## config.mk

```make
export PLATFORM = sky130hd
export DESIGN_NAME = lamport_mutex_node_unit_flat
export DESIGN_NICKNAME = d
export VERILOG_FILES = /design/src/design/lmn_pkg.sv /design/src/design/lmn_in_if.sv /design/src/design/lmn_out_if.sv /design/src/design/lmn_cfg_if.sv /design/src/design/lmn_datapath.sv /design/src/design/lmn_ctrl.sv /design/src/design/lamport_mutex_node_unit.sv /design/src/flat_wrapper.sv
export SDC_FILE = /design/constraint.sdc
export NUM_CORES = 1
export LEC_CHECK = 0
export ABC_AREA = 1
export BUFFER_PORTS_ARGS = -buffer_cell sky130_fd_sc_hd__buf_2
export CAP_MARGIN = 20
export CORE_UTILIZATION = 40
export DETAILED_ROUTE_END_ITERATION = 10
export PLACE_DENSITY = 0.58
export SETUP_SLACK_MARGIN = 0.15
export SLEW_MARGIN = 20
export SYNTH_ARGS = -nofsm -noshare
export SYNTH_HDL_FRONTEND = slang
export SYNTH_SLANG_ARGS = --single-unit
```

## constraint.sdc

```tcl
create_clock -name clk -period 4.65 [get_ports clk]
set_input_delay 0.465 -clock clk [delete_from_list [all_inputs] [get_ports clk]]
set_output_delay 0.465 -clock clk [all_outputs]
set_load 0.01 [all_outputs]
```

## src/design/lmn_pkg.sv

```systemverilog
// Shared constants, codes and controller/datapath bundles for the mutex node.
// Used by the channel interfaces and every module of the block; no dependencies.
package lmn_pkg;

  localparam int LMN_MAX_NODES  = 16;
  localparam int LMN_STAMP_BITS = 16;

  // Fixed field widths of the channels.
  localparam int ACT_W      = 3;
  localparam int NODE_W     = 4;
  localparam int STAMP_W    = 16;
  localparam int KIND_W     = 2;
  localparam int ERR_W      = 2;
  localparam int ACK_W      = 4;
  localparam int CFG_IDX_W  = 4;
  localparam int CFG_DATA_W = 4;

  localparam logic [ACT_W-1:0] ACT_LREQ  = 3'd0;
  localparam logic [ACT_W-1:0] ACT_PREQ  = 3'd1;
  localparam logic [ACT_W-1:0] ACT_PACK  = 3'd2;
  localparam logic [ACT_W-1:0] ACT_PREL  = 3'd3;
  localparam logic [ACT_W-1:0] ACT_LEAVE = 3'd4;

  localparam logic [KIND_W-1:0] SEND_NONE = 2'd0;
  localparam logic [KIND_W-1:0] SEND_REQ  = 2'd1;
  localparam logic [KIND_W-1:0] SEND_ACK  = 2'd2;
  localparam logic [KIND_W-1:0] SEND_REL  = 2'd3;

  localparam logic [ERR_W-1:0] ERR_OK      = 2'd0;
  localparam logic [ERR_W-1:0] ERR_FULL    = 2'd1;
  localparam logic [ERR_W-1:0] ERR_MISSING = 2'd2;

  localparam logic [CFG_IDX_W-1:0] CFG_OWN_ID     = 4'd0;
  localparam logic [CFG_IDX_W-1:0] CFG_PEER_COUNT = 4'd1;

  localparam logic [ACK_W-1:0] ACK_MAX = '1;

  // Commands from the controller to the datapath.
  typedef struct packed {
    logic             load;
    logic             ins_local;
    logic             ins_peer;
    logic             ack_inc;
    logic             scan_start;
    logic             scan_match;
    logic             match_own;
    logic             remove;
    logic             leave;
    logic             set_err;
    logic [ERR_W-1:0] err_code;
    logic             set_grant;
    logic             publish;
  } lmn_cmd_t;

  // Status from the datapath to the controller.
  typedef struct packed {
    logic [ACT_W-1:0] act;
    logic             full;
    logic             scan_done;
    logic             found;
    logic             head_own;
    logic             grant_ok;
    logic             out_free;
  } lmn_stat_t;

endpackage

```

## src/design/lmn_in_if.sv

```systemverilog
// Input message channel of the mutex node: valid/ready handshake and one word.
// Depends on lmn_pkg for the field widths.
interface lmn_in_if import lmn_pkg::*; ();
  logic               valid;
  logic               ready;
  logic [ACT_W-1:0]   action;
  logic [NODE_W-1:0]  peer_id;
  logic [STAMP_W-1:0] stamp;

  modport source (output valid, action, peer_id, stamp, input ready);
  modport sink (input valid, action, peer_id, stamp, output ready);
endinterface

```

## src/design/lmn_out_if.sv

```systemverilog
// Result channel of the mutex node: valid/ready handshake and one result word.
// Depends on lmn_pkg for the field widths.
interface lmn_out_if import lmn_pkg::*; ();
  logic               valid;
  logic               ready;
  logic [KIND_W-1:0]  send_kind;
  logic [NODE_W-1:0]  dest_id;
  logic [STAMP_W-1:0] send_stamp;
  logic               grant;
  logic [ERR_W-1:0]   error;

  modport source (output valid, send_kind, dest_id, send_stamp, grant, error, input ready);
  modport sink (input valid, send_kind, dest_id, send_stamp, grant, error, output ready);
endinterface

```

## src/design/lmn_cfg_if.sv

```systemverilog
// Configuration write channel of the mutex node: register index and write data.
// Depends on lmn_pkg for the field widths.
interface lmn_cfg_if import lmn_pkg::*; ();
  logic                  valid;
  logic                  ready;
  logic [CFG_IDX_W-1:0]  index;
  logic [CFG_DATA_W-1:0] data;

  modport source (output valid, index, data, input ready);
  modport sink (input valid, index, data, output ready);
endinterface

```

## src/design/lmn_datapath.sv

```systemverilog
// Datapath of the mutex node: request table, counters, table scanner and result registers.
// Depends on lmn_pkg; driven by lmn_ctrl through lmn_cmd_t.
module lmn_datapath import lmn_pkg::*; #(
  parameter int MAX_NODES  = LMN_MAX_NODES,
  parameter int STAMP_BITS = LMN_STAMP_BITS
) (
  input  logic                  clk,
  input  logic                  rst_n,
  input  logic [ACT_W-1:0]      in_action,
  input  logic [NODE_W-1:0]     in_peer_id,
  input  logic [STAMP_W-1:0]    in_stamp,
  input  logic                  cfg_we,
  input  logic [CFG_IDX_W-1:0]  cfg_index,
  input  logic [CFG_DATA_W-1:0] cfg_data,
  input  lmn_cmd_t              cmd,
  output lmn_stat_t             stat,
  output logic                  out_valid,
  input  logic                  out_ready,
  output logic [KIND_W-1:0]     out_send_kind,
  output logic [NODE_W-1:0]     out_dest_id,
  output logic [STAMP_W-1:0]    out_send_stamp,
  output logic                  out_grant,
  output logic [ERR_W-1:0]      out_error
);

  localparam int               IDX_W    = $clog2(MAX_NODES);
  localparam logic [IDX_W-1:0] LAST_IDX = IDX_W'(MAX_NODES - 1);

  // Table memory; an entry is only looked at while its valid bit is set.
  logic [STAMP_BITS-1:0] mem_stamp [MAX_NODES];
  logic [NODE_W-1:0]     mem_node  [MAX_NODES];
  logic [MAX_NODES-1:0]  valid_r;

  logic [ACT_W-1:0]      act_r;
  logic [NODE_W-1:0]     peer_r;
  logic [STAMP_BITS-1:0] stamp_r;

  logic [NODE_W-1:0]     own_id_r;
  logic [NODE_W-1:0]     peer_count_r;
  logic [ACK_W-1:0]      ack_r;
  logic [STAMP_BITS-1:0] clock_r;
  logic                  in_sec_r;

  logic [IDX_W-1:0]      scan_addr_r;
  logic                  scan_run_r;
  logic                  rd_vld_r;
  logic [IDX_W-1:0]      rd_idx_r;
  logic [STAMP_BITS-1:0] rd_stamp_r;
  logic [NODE_W-1:0]     rd_node_r;
  logic                  scan_done_r;
  logic                  match_r;
  logic [NODE_W-1:0]     match_node_r;
  logic                  best_found_r;
  logic [IDX_W-1:0]      best_idx_r;
  logic [STAMP_BITS-1:0] best_stamp_r;
  logic [NODE_W-1:0]     best_node_r;

  logic [KIND_W-1:0]     res_kind_r;
  logic [NODE_W-1:0]     res_dest_r;
  logic [STAMP_W-1:0]    res_stamp_r;
  logic                  res_grant_r;
  logic [ERR_W-1:0]      res_err_r;

  logic                  out_valid_r;
  logic [KIND_W-1:0]     out_kind_r;
  logic [NODE_W-1:0]     out_dest_r;
  logic [STAMP_W-1:0]    out_stamp_r;
  logic                  out_grant_r;
  logic [ERR_W-1:0]      out_err_r;

  logic [IDX_W-1:0]      free_idx;
  logic [STAMP_BITS-1:0] clock_inc;
  logic                  ins_en;
  logic [STAMP_BITS-1:0] ins_stamp;
  logic [NODE_W-1:0]     ins_node;
  logic                  cand;
  logic                  better;

  // Lowest free slot.
  always_comb begin
    free_idx = '0;
    for (int i = MAX_NODES - 1; i >= 0; i--) begin
      if (!valid_r[i]) begin
        free_idx = IDX_W'(i);
      end
    end
  end

  assign clock_inc = clock_r + STAMP_BITS'(1);
  assign ins_en    = cmd.ins_local | cmd.ins_peer;
  assign ins_stamp = cmd.ins_local ? clock_inc : stamp_r;
  assign ins_node  = cmd.ins_local ? own_id_r : peer_r;

  // The scanner keeps the first entry in (stamp, node) order; on equal keys the
  // lower index wins because only a strictly smaller key replaces the best.
  assign cand   = rd_vld_r && valid_r[rd_idx_r] && (!match_r || (rd_node_r == match_node_r));
  assign better = !best_found_r || ({rd_stamp_r, rd_node_r} < {best_stamp_r, best_node_r});

  always_ff @(posedge clk) begin
    if (ins_en) begin
      mem_stamp[free_idx] <= ins_stamp;
      mem_node[free_idx]  <= ins_node;
    end
    rd_stamp_r <= mem_stamp[scan_addr_r];
    rd_node_r  <= mem_node[scan_addr_r];
  end

  always_ff @(posedge clk) begin
    if (!rst_n) begin
      valid_r      <= '0;
      own_id_r     <= '0;
      peer_count_r <= NODE_W'(1);
      ack_r        <= '0;
      clock_r      <= '0;
      in_sec_r     <= 1'b0;
      out_valid_r  <= 1'b0;
    end else begin
      if (ins_en) begin
        valid_r[free_idx] <= 1'b1;
      end
      if (cmd.remove) begin
        valid_r[best_idx_r] <= 1'b0;
      end
      if (cfg_we && (cfg_index == CFG_OWN_ID)) begin
        own_id_r <= cfg_data;
      end
      if (cfg_we && (cfg_index == CFG_PEER_COUNT)) begin
        peer_count_r <= cfg_data;
      end
      if (cmd.ins_local) begin
        clock_r <= clock_inc;
      end
      if (cmd.ack_inc && (ack_r != ACK_MAX)) begin
        ack_r <= ack_r + ACK_W'(1);
      end
      if (cmd.leave) begin
        ack_r    <= '0;
        in_sec_r <= 1'b0;
      end
      if (cmd.set_grant) begin
        in_sec_r <= 1'b1;
      end
      if (cmd.publish) begin
        out_valid_r <= 1'b1;
      end else if (out_ready) begin
        out_valid_r <= 1'b0;
      end
    end
  end

  // Scanner: one address a cycle, the read data registered in the next cycle.
  always_ff @(posedge clk) begin
    if (!rst_n) begin
      scan_run_r  <= 1'b0;
      rd_vld_r    <= 1'b0;
      scan_done_r <= 1'b0;
    end else if (cmd.scan_start) begin
      scan_run_r  <= 1'b1;
      rd_vld_r    <= 1'b0;
      scan_done_r <= 1'b0;
    end else begin
      rd_vld_r    <= scan_run_r;
      scan_done_r <= rd_vld_r && (rd_idx_r == LAST_IDX);
      if (scan_run_r && (scan_addr_r == LAST_IDX)) begin
        scan_run_r <= 1'b0;
      end
    end
  end

  always_ff @(posedge clk) begin
    if (cmd.scan_start) begin
      scan_addr_r  <= '0;
      best_found_r <= 1'b0;
      match_r      <= cmd.scan_match;
      match_node_r <= cmd.match_own ? own_id_r : peer_r;
    end else begin
      if (scan_run_r) begin
        scan_addr_r <= scan_addr_r + IDX_W'(1);
      end
      if (cand && better) begin
        best_found_r <= 1'b1;
        best_idx_r   <= rd_idx_r;
        best_stamp_r <= rd_stamp_r;
        best_node_r  <= rd_node_r;
      end
    end
    rd_idx_r <= scan_addr_r;
  end

  // Item and result word.
  always_ff @(posedge clk) begin
    if (cmd.load) begin
      act_r       <= in_action;
      peer_r      <= in_peer_id;
      stamp_r     <= STAMP_BITS'(in_stamp);
      res_kind_r  <= SEND_NONE;
      res_dest_r  <= '0;
      res_stamp_r <= '0;
      res_grant_r <= 1'b0;
      res_err_r   <= ERR_OK;
    end else begin
      if (cmd.ins_local) begin
        res_kind_r  <= SEND_REQ;
        res_stamp_r <= STAMP_W'(clock_inc);
      end
      if (cmd.ins_peer) begin
        res_kind_r <= SEND_ACK;
        res_dest_r <= peer_r;
      end
      if (cmd.leave) begin
        res_kind_r <= SEND_REL;
      end
      if (cmd.set_err) begin
        res_err_r <= cmd.err_code;
      end
      if (cmd.set_grant) begin
        res_grant_r <= 1'b1;
      end
    end
    if (cmd.publish) begin
      out_kind_r  <= res_kind_r;
      out_dest_r  <= res_dest_r;
      out_stamp_r <= res_stamp_r;
      out_grant_r <= res_grant_r;
      out_err_r   <= res_err_r;
    end
  end

  always_comb begin
    stat.act       = act_r;
    stat.full      = &valid_r;
    stat.scan_done = scan_done_r;
    stat.found     = best_found_r;
    stat.head_own  = (best_node_r == own_id_r);
    stat.grant_ok  = !in_sec_r && (ack_r == peer_count_r);
    stat.out_free  = !out_valid_r || out_ready;
  end

  assign out_valid      = out_valid_r;
  assign out_send_kind  = out_kind_r;
  assign out_dest_id    = out_dest_r;
  assign out_send_stamp = out_stamp_r;
  assign out_grant      = out_grant_r;
  assign out_error      = out_err_r;

endmodule

```

## src/design/lmn_ctrl.sv

```systemverilog
// Controller of the mutex node: sequences insert, removal scans and the grant check.
// Depends on lmn_pkg; commands lmn_datapath through lmn_cmd_t.
module lmn_ctrl import lmn_pkg::*; (
  input  logic      clk,
  input  logic      rst_n,
  input  logic      in_valid,
  output logic      in_ready,
  input  lmn_stat_t stat,
  output lmn_cmd_t  cmd
);

  typedef enum logic [2:0] {
    S_IDLE,
    S_DECODE,
    S_FIND,
    S_GCHK,
    S_HEAD,
    S_DONE
  } state_t;

  state_t state_r;
  state_t state_nxt;

  assign in_ready = (state_r == S_IDLE);

  always_comb begin
    state_nxt = state_r;
    cmd       = '0;
    unique case (state_r)
      S_IDLE: begin
        if (in_valid) begin
          cmd.load  = 1'b1;
          state_nxt = S_DECODE;
        end
      end
      S_DECODE: begin
        state_nxt = S_DONE;
        case (stat.act)
          ACT_LREQ, ACT_PREQ: begin
            if (stat.full) begin
              cmd.set_err  = 1'b1;
              cmd.err_code = ERR_FULL;
            end else begin
              cmd.ins_local = (stat.act == ACT_LREQ);
              cmd.ins_peer  = (stat.act == ACT_PREQ);
            end
          end
          ACT_PACK: begin
            cmd.ack_inc = 1'b1;
            state_nxt   = S_GCHK;
          end
          ACT_PREL, ACT_LEAVE: begin
            cmd.scan_start = 1'b1;
            cmd.scan_match = 1'b1;
            cmd.match_own  = (stat.act == ACT_LEAVE);
            state_nxt      = S_FIND;
          end
          default: begin
            state_nxt = S_DONE;
          end
        endcase
      end
      S_FIND: begin
        if (stat.scan_done) begin
          if (!stat.found) begin
            cmd.set_err  = 1'b1;
            cmd.err_code = ERR_MISSING;
            state_nxt    = S_DONE;
          end else begin
            cmd.remove = 1'b1;
            if (stat.act == ACT_LEAVE) begin
              cmd.leave = 1'b1;
              state_nxt = S_DONE;
            end else begin
              state_nxt = S_GCHK;
            end
          end
        end
      end
      S_GCHK: begin
        // The table is only searched for its head when the counts already allow a grant.
        if (stat.grant_ok) begin
          cmd.scan_start = 1'b1;
          state_nxt      = S_HEAD;
        end else begin
          state_nxt = S_DONE;
        end
      end
      S_HEAD: begin
        if (stat.scan_done) begin
          cmd.set_grant = stat.found && stat.head_own;
          state_nxt     = S_DONE;
        end
      end
      S_DONE: begin
        if (stat.out_free) begin
          cmd.publish = 1'b1;
          state_nxt   = S_IDLE;
        end
      end
      default: begin
        state_nxt = S_IDLE;
      end
    endcase
  end

  always_ff @(posedge clk) begin
    if (!rst_n) begin
      state_r <= S_IDLE;
    end else begin
      state_r <= state_nxt;
    end
  end

endmodule

```

## src/design/lamport_mutex_node_unit.sv

```systemverilog
// One node of timestamp-ordered distributed mutual exclusion.
// Messages arrive as words on in_ch (action, sending peer, stamp of a peer request).
// Every accepted word gives exactly one result word on out_ch: the message to send
// (request broadcast, acknowledgement to the peer, release broadcast or none), a grant
// flag and an error code. own_id and peer_count are written through cfg_ch, which is
// always ready. The user must see that it is written only while the node is idle;
// the block does not enforce it. One word is handled at a time. A request or an unused
// action needs no walk of the table. A release or leave walks the request table memory,
// one entry a cycle through its single read port. When the counts then allow a grant,
// after an acknowledgement or a release that removes an entry, a walk for the table
// head follows. in_ch is ready only between words, so the next word is taken only
// after the previous result has been issued.
// The result sits in an output register; a new word is accepted while it waits, and
// the node holds back the next result until out_ch has taken the previous one.
// After reset the table is empty, the clock and acknowledgement count are zero,
// own_id is 0 and peer_count is 1; no clearing pass is needed.
// Depends on lmn_pkg, the channel interfaces, lmn_ctrl and lmn_datapath.
module lamport_mutex_node_unit import lmn_pkg::*; #(
  parameter int MAX_NODES  = LMN_MAX_NODES,
  parameter int STAMP_BITS = LMN_STAMP_BITS
) (
  input logic       clk,
  input logic       rst_n,
  lmn_in_if.sink    in_ch,
  lmn_out_if.source out_ch,
  lmn_cfg_if.sink   cfg_ch
);

  lmn_cmd_t  cmd;
  lmn_stat_t stat;

  assign cfg_ch.ready = 1'b1;

  lmn_ctrl u_ctrl (
    .clk      (clk),
    .rst_n    (rst_n),
    .in_valid (in_ch.valid),
    .in_ready (in_ch.ready),
    .stat     (stat),
    .cmd      (cmd)
  );

  lmn_datapath #(
    .MAX_NODES  (MAX_NODES),
    .STAMP_BITS (STAMP_BITS)
  ) u_datapath (
    .clk            (clk),
    .rst_n          (rst_n),
    .in_action      (in_ch.action),
    .in_peer_id     (in_ch.peer_id),
    .in_stamp       (in_ch.stamp),
    .cfg_we         (cfg_ch.valid),
    .cfg_index      (cfg_ch.index),
    .cfg_data       (cfg_ch.data),
    .cmd            (cmd),
    .stat           (stat),
    .out_valid      (out_ch.valid),
    .out_ready      (out_ch.ready),
    .out_send_kind  (out_ch.send_kind),
    .out_dest_id    (out_ch.dest_id),
    .out_send_stamp (out_ch.send_stamp),
    .out_grant      (out_ch.grant),
    .out_error      (out_ch.error)
  );

endmodule

```

## src/flat_wrapper.sv

```systemverilog
// flat-port wrapper written by rule: the top's interface ports become plain ports
module lamport_mutex_node_unit_flat import lmn_pkg::*;
#(
  parameter int MAX_NODES  = LMN_MAX_NODES,
  parameter int STAMP_BITS = LMN_STAMP_BITS
)
  (clk, rst_n, in_ch_valid, in_ch_action, in_ch_peer_id, in_ch_stamp, in_ch_ready, out_ch_valid, out_ch_send_kind, out_ch_dest_id, out_ch_send_stamp, out_ch_grant, out_ch_error, out_ch_ready, cfg_ch_valid, cfg_ch_index, cfg_ch_data, cfg_ch_ready);
  lmn_in_if in_ch_i ();
  lmn_out_if out_ch_i ();
  lmn_cfg_if cfg_ch_i ();
  input logic clk;
  input logic rst_n;
  input wire logic [$bits(in_ch_i.valid)-1:0] in_ch_valid;
  input wire logic [$bits(in_ch_i.action)-1:0] in_ch_action;
  input wire logic [$bits(in_ch_i.peer_id)-1:0] in_ch_peer_id;
  input wire logic [$bits(in_ch_i.stamp)-1:0] in_ch_stamp;
  output wire logic [$bits(in_ch_i.ready)-1:0] in_ch_ready;
  output wire logic [$bits(out_ch_i.valid)-1:0] out_ch_valid;
  output wire logic [$bits(out_ch_i.send_kind)-1:0] out_ch_send_kind;
  output wire logic [$bits(out_ch_i.dest_id)-1:0] out_ch_dest_id;
  output wire logic [$bits(out_ch_i.send_stamp)-1:0] out_ch_send_stamp;
  output wire logic [$bits(out_ch_i.grant)-1:0] out_ch_grant;
  output wire logic [$bits(out_ch_i.error)-1:0] out_ch_error;
  input wire logic [$bits(out_ch_i.ready)-1:0] out_ch_ready;
  input wire logic [$bits(cfg_ch_i.valid)-1:0] cfg_ch_valid;
  input wire logic [$bits(cfg_ch_i.index)-1:0] cfg_ch_index;
  input wire logic [$bits(cfg_ch_i.data)-1:0] cfg_ch_data;
  output wire logic [$bits(cfg_ch_i.ready)-1:0] cfg_ch_ready;
  assign in_ch_i.valid = in_ch_valid;
  assign in_ch_i.action = in_ch_action;
  assign in_ch_i.peer_id = in_ch_peer_id;
  assign in_ch_i.stamp = in_ch_stamp;
  assign in_ch_ready = in_ch_i.ready;
  assign out_ch_valid = out_ch_i.valid;
  assign out_ch_send_kind = out_ch_i.send_kind;
  assign out_ch_dest_id = out_ch_i.dest_id;
  assign out_ch_send_stamp = out_ch_i.send_stamp;
  assign out_ch_grant = out_ch_i.grant;
  assign out_ch_error = out_ch_i.error;
  assign out_ch_i.ready = out_ch_ready;
  assign cfg_ch_i.valid = cfg_ch_valid;
  assign cfg_ch_i.index = cfg_ch_index;
  assign cfg_ch_i.data = cfg_ch_data;
  assign cfg_ch_ready = cfg_ch_i.ready;
  lamport_mutex_node_unit #(.MAX_NODES(MAX_NODES), .STAMP_BITS(STAMP_BITS)) u_core (.clk(clk), .rst_n(rst_n), .in_ch(in_ch_i), .out_ch(out_ch_i), .cfg_ch(cfg_ch_i));
endmodule
```

==> impl_metrics.xml <==
<?xml version="1.0" encoding="UTF-8"?>
<metrics>
  <group name="grt">
    <metric name="grt_pass1_vias" unit="">12200</metric>
    <metric name="grt_antenna_before_repair" unit="">0</metric>
    <metric name="grt.overflow.total" unit="">0</metric>
    <metric name="grtUsageTotal" unit="">0.186</metric>
    <metric name="grt_start_max_net_pins" unit="">74</metric>
    <metric name="grt_pass1_wl" unit="um">71300</metric>
  </group>
  <group name="setup_path">
    <metric name="critical-path-top-delay-family" unit="">simple AND/OR/NAND/NOR gates</metric>
    <metric name="critPathLaunchType" unit="">flop</metric>
    <metric name="worst-path-max-fanout" unit="">45</metric>
    <metric name="worstSetupPathType" unit="">flop to flop</metric>
    <metric name="reg2reg_to" unit="">u_core.u_datapath.mem_stamp[14][14]</metric>
    <metric name="critical-path-slowest-cell" unit="">sky130_fd_sc_hd__nor3_1</metric>
    <metric name="cp_cell_instances" unit="">inv_1 -&gt; nor3_1 -&gt; nand4_2 -&gt; nand3_4 -&gt; inv_2 -&gt; nand3_1 -&gt; nand2_1</metric>
    <metric name="critPathRequiredTime" unit="ns">4.83</metric>
    <metric name="worst-endpoint-arrival" unit="ns">3.07</metric>
    <metric name="r2r_slack" unit="ns">1.76</metric>
    <metric name="worst-path-buf-inv" unit="">2</metric>
    <metric name="end_kind" unit="">flop</metric>
    <metric name="critPathMaxStageDelay" unit="ns">0.54</metric>
    <metric name="r2r-start" unit="">u_core.u_datapath.valid_r[6]</metric>
    <metric name="worst-r2r-cell-count" unit="">7</metric>
  </group>
  <group name="timing">
    <metric name="finalSetupViolations" unit="">0</metric>
    <metric name="timing.final.crit_share" unit="">0.622</metric>
    <metric name="finalSetupTns" unit="ns">0</metric>
    <metric name="max_freq" unit="GHz">0.346</metric>
    <metric name="hold_viol" unit="">0</metric>
    <metric name="final_max_slew_viol_count" unit="">0</metric>
    <metric name="max_slew.worst_pin.slew" unit="ns">0.994</metric>
    <metric name="final_clock_skew" unit="ns">0.0249</metric>
    <metric name="max_slew_margin" unit="">0.338</metric>
    <metric name="rsz0062_at_grt" unit="">false</metric>
    <metric name="timing.final.crit_period" unit="ns">2.89</metric>
  </group>
  <group name="clock_tree">
    <metric name="cts_resized" unit="">0</metric>
    <metric name="cts_buffers" unit="">50</metric>
    <metric name="clock_tree.htree_level_count" unit="">2</metric>
    <metric name="clk_tree_root_cell" unit="">sky130_fd_sc_hd__clkbuf_16</metric>
    <metric name="postCtsSetupRepairBufs" unit="">0</metric>
    <metric name="cts_sinks" unit="">503</metric>
    <metric name="holdBufCountCts" unit="">0</metric>
    <metric name="clock_insertion_delay_worst_skew" unit="ns">0.59</metric>
    <metric name="cts_max_path_buffers" unit="">3</metric>
    <metric name="clock_transition_at_the_registers_of_the_reported_paths" unit="ns">0.06</metric>
    <metric name="cts_tree" unit="">yes</metric>
  </group>
  <group name="floorplan">
    <metric name="num_io_pins" unit="">64</metric>
    <metric name="num_rows" unit="">82</metric>
    <metric name="fp.dieArea" unit="mm^2">0.0516</metric>
    <metric name="die_width" unit="um">227</metric>
    <metric name="dieHeight" unit="um">227</metric>
    <metric name="initial_utilization" unit="">0.405</metric>
    <metric name="fp.coreArea" unit="mm^2">0.0501</metric>
  </group>
  <group name="worst_hold_path">
    <metric name="worst_hold_startpoint" unit="">in_ch_stamp[4]</metric>
    <metric name="timing.hold.worst_endpoint" unit="">u_core.u_datapath.stamp_r[4]</metric>
    <metric name="hp-class" unit="">input pin to flop</metric>
    <metric name="whs_path_depth" unit="">1</metric>
  </group>
  <group name="synth">
    <metric name="syn_area" unit="mm^2">0.0203</metric>
    <metric name="synth-async-reset-ratio" unit="">0</metric>
    <metric name="synthesis.nets" unit="">1720</metric>
    <metric name="synth.lib_cells_used.distinct" unit="">52</metric>
    <metric name="post_synth_inst_count" unit="">1662</metric>
    <metric name="synth_top_flop_cell" unit="">sky130_fd_sc_hd__edfxtp_1</metric>
    <metric name="yosys_warnings" unit="">0</metric>
    <metric name="flop_and_latch_count_out_of_synthesis" unit="">503</metric>
    <metric name="number_of_enable_flip_flop_cells_after_synthesis" unit="">397</metric>
    <metric name="avgSynthCellArea" unit="um^2">12.2</metric>
    <metric name="ys_seq_area_frac" unit="">0.692</metric>
  </group>
  <group name="detailed_routing">
    <metric name="post_drt_via_cell_ratio" unit="">5.18</metric>
    <metric name="antenna_violating_nets_post_route" unit="">0</metric>
    <metric name="via_count" unit="">12700</metric>
    <metric name="detail_route.wirelength" unit="um">47700</metric>
    <metric name="route.detailed.drc" unit="">0</metric>
    <metric name="drt_first_pass_iters" unit="">5</metric>
    <metric name="initialDrtViolationCount" unit="">1071</metric>
    <metric name="wire_per_inst" unit="um">19.5</metric>
  </group>
  <group name="place">
    <metric name="detailedPlacementHpwl" unit="um">27400</metric>
    <metric name="routability_congestion" unit="">0.871</metric>
    <metric name="numPortBuffers" unit="">62</metric>
  </group>
  <group name="final_layout">
    <metric name="ant_diodes" unit="">0</metric>
    <metric name="layout_common_cells" unit="">sky130_fd_sc_hd__edfxtp_1, sky130_fd_sc_hd__inv_1, sky130_fd_sc_hd__nand2_1, sky130_fd_sc_hd__a21oi_1, sky130_fd_sc_hd__o21ai_0</metric>
    <metric name="layout-drive-gt1-share" unit="">0.121</metric>
    <metric name="final_common_cell" unit="">sky130_fd_sc_hd__edfxtp_1</metric>
    <metric name="finalNetCount" unit="">1797</metric>
    <metric name="synthToLayoutAreaGrowth" unit="%">13.7</metric>
  </group>
  <group name="power_and_ir_drop">
    <metric name="vdd_ir_drop_max" unit="mV">0.361</metric>
    <metric name="leakagePower" unit="nW">8.28</metric>
    <metric name="p_per_area" unit="mW/mm^2">524</metric>
    <metric name="p_total" unit="mW">12.1</metric>
  </group>
  <group name="run">
    <metric name="drv_cap" unit="">0</metric>
  </group>
  <group name="run_status">
    <metric name="run_status" unit="">finished, final reports clean</metric>
  </group>
</metrics>
## registers in the layout (all words and copies together), names as in the netlist, 4 cells and up
signal,count
u_core.u_datapath.out_send_stamp,16
u_core.u_datapath.match_node_r,4
u_core.u_datapath.ack_r,4
u_core.u_datapath.rd_stamp_r,16
u_core.u_datapath.mem_stamp,256
u_core.u_datapath.out_dest_id,4
u_core.u_datapath.best_node_r,4
u_core.u_datapath.valid_r,16
u_core.u_datapath.best_idx_r,4
u_core.u_datapath.clock_r,16
u_core.u_datapath.scan_addr_r,4
u_core.u_datapath.best_stamp_r,16
u_core.u_datapath.peer_r,4
u_core.u_datapath.stamp_r,16
u_core.u_datapath.rd_idx_r,4
u_core.u_datapath.mem_node,64
u_core.u_datapath.own_id_r,4
u_core.u_datapath.res_stamp_r,16
u_core.u_datapath.peer_count_r,4
u_core.u_datapath.res_dest_r,4
u_core.u_datapath.rd_node_r,4
## report_power, final
| group | switching, mW | internal (mW) | total, mW | leakage, nW |
|---|---|---|---|---|
| Sequential | 0.329 | 5.42 | 5.75 | 4.46 |
| Combinational | 1.54 | 0.827 | 2.36 | 3.01 |
| Clock | 1.67 | 2.30 | 3.98 | 0.802 |
## how the worst max path moves through the flow
stage	from	endpoint	slack, ns	depth (start not counted)
global placement	u_core.u_datapath.valid_r[7]	u_core.u_datapath.mem_stamp[13][14]	1.84	7
detailed placement	u_core.u_datapath.valid_r[6]	u_core.u_datapath.mem_stamp[14][14]	1.75	7
floorplan	u_core.u_ctrl.state_r[2]	u_core.u_datapath.out_dest_id[0]	1.16	2
CTS	u_core.u_datapath.valid_r[6]	u_core.u_datapath.mem_stamp[14][14]	1.75	7
finish	u_core.u_datapath.valid_r[6]	u_core.u_datapath.mem_stamp[14][14]	1.76	7
global route	u_core.u_datapath.valid_r[7]	u_core.u_datapath.mem_stamp[14][14]	1.52	7
## synth_stat cells (3+ instances only)
library cell,instances,area share
sky130_fd_sc_hd__clkbuf_1,42,0.0078
sky130_fd_sc_hd__ha_1,22,0.014
sky130_fd_sc_hd__nand2_2,4,0.0012
sky130_fd_sc_hd__nand3_1,49,0.012
sky130_fd_sc_hd__nand4_1,17,0.0052
sky130_fd_sc_hd__o21ai_0,154,0.038
sky130_fd_sc_hd__mux2i_1,80,0.039
sky130_fd_sc_hd__inv_1,193,0.036
sky130_fd_sc_hd__nand2_1,182,0.034
sky130_fd_sc_hd__nor2_1,57,0.011
sky130_fd_sc_hd__buf_1,6,0.0011
sky130_fd_sc_hd__dfxtp_1,106,0.10
sky130_fd_sc_hd__o211ai_1,81,0.030
sky130_fd_sc_hd__a21oi_1,167,0.041
sky130_fd_sc_hd__xnor2_1,6,0.0026
sky130_fd_sc_hd__buf_6,6,0.0033
sky130_fd_sc_hd__a211oi_1,3,0.0011
sky130_fd_sc_hd__edfxtp_1,397,0.59
sky130_fd_sc_hd__buf_2,18,0.0044
sky130_fd_sc_hd__xor2_1,6,0.0026
sky130_fd_sc_hd__nor3_1,20,0.0049
sky130_fd_sc_hd__buf_4,3,0.0011
sky130_fd_sc_hd__inv_2,3,0.00056
## cell families (layout without fill, tap and decap cells)
logic type               after synthesis  count (layout)  share of synthesized area
AO/OA/AOI/OAI                        423             423                      0.117
XOR/XNOR                              12              12                    0.00518
adder cells (fa/ha/maj)               22              22                     0.0136
buffers and inverters                275             393                     0.0549
flip-flops                           503             503                      0.692
multiplexers                          80              80                     0.0395
other                                  1               1                   0.000185
AND/OR/NAND/NOR                      346             346                     0.0769
## per-layer routing
metal  part of all wire  GRT usage  vias up
li1                   -          -     6103
met1               0.46      0.259     6195
met2               0.46      0.293      325
met3              0.055     0.0320       79
met4              0.026     0.0615        0
met5                  0          0        -
## metrics by stage
stage	hold WS [ns]	instances	worst slack, ns	utilization	area, um^2
floorplan	0.352	1662	1.16	-	20300
CTS	0.00591	2452	1.75	0.461	23100
detailed placement	0.418	2359	1.75	0.428	21400
global placement	0.413	2359	1.84	0.428	21400
finish	0.0466	2452	1.76	0.461	23100
global route	0.0110	2452	1.52	0.461	23100
## area by class of cell
| cell class | instances | area [um^2] |
|---|---|---|
| clock buffer | 73 | 1430 |
| tap | 672 | 841 |
| timing repair buffer | 101 | 628 |
| multi-input combinational | 884 | 5170 |
| fill | 4547 | 27000 |
| sequential | 503 | 14000 |
| clock inverter | 20 | 199 |
| inverter | 199 | 748 |
Power figures use the tool's default switching activity.
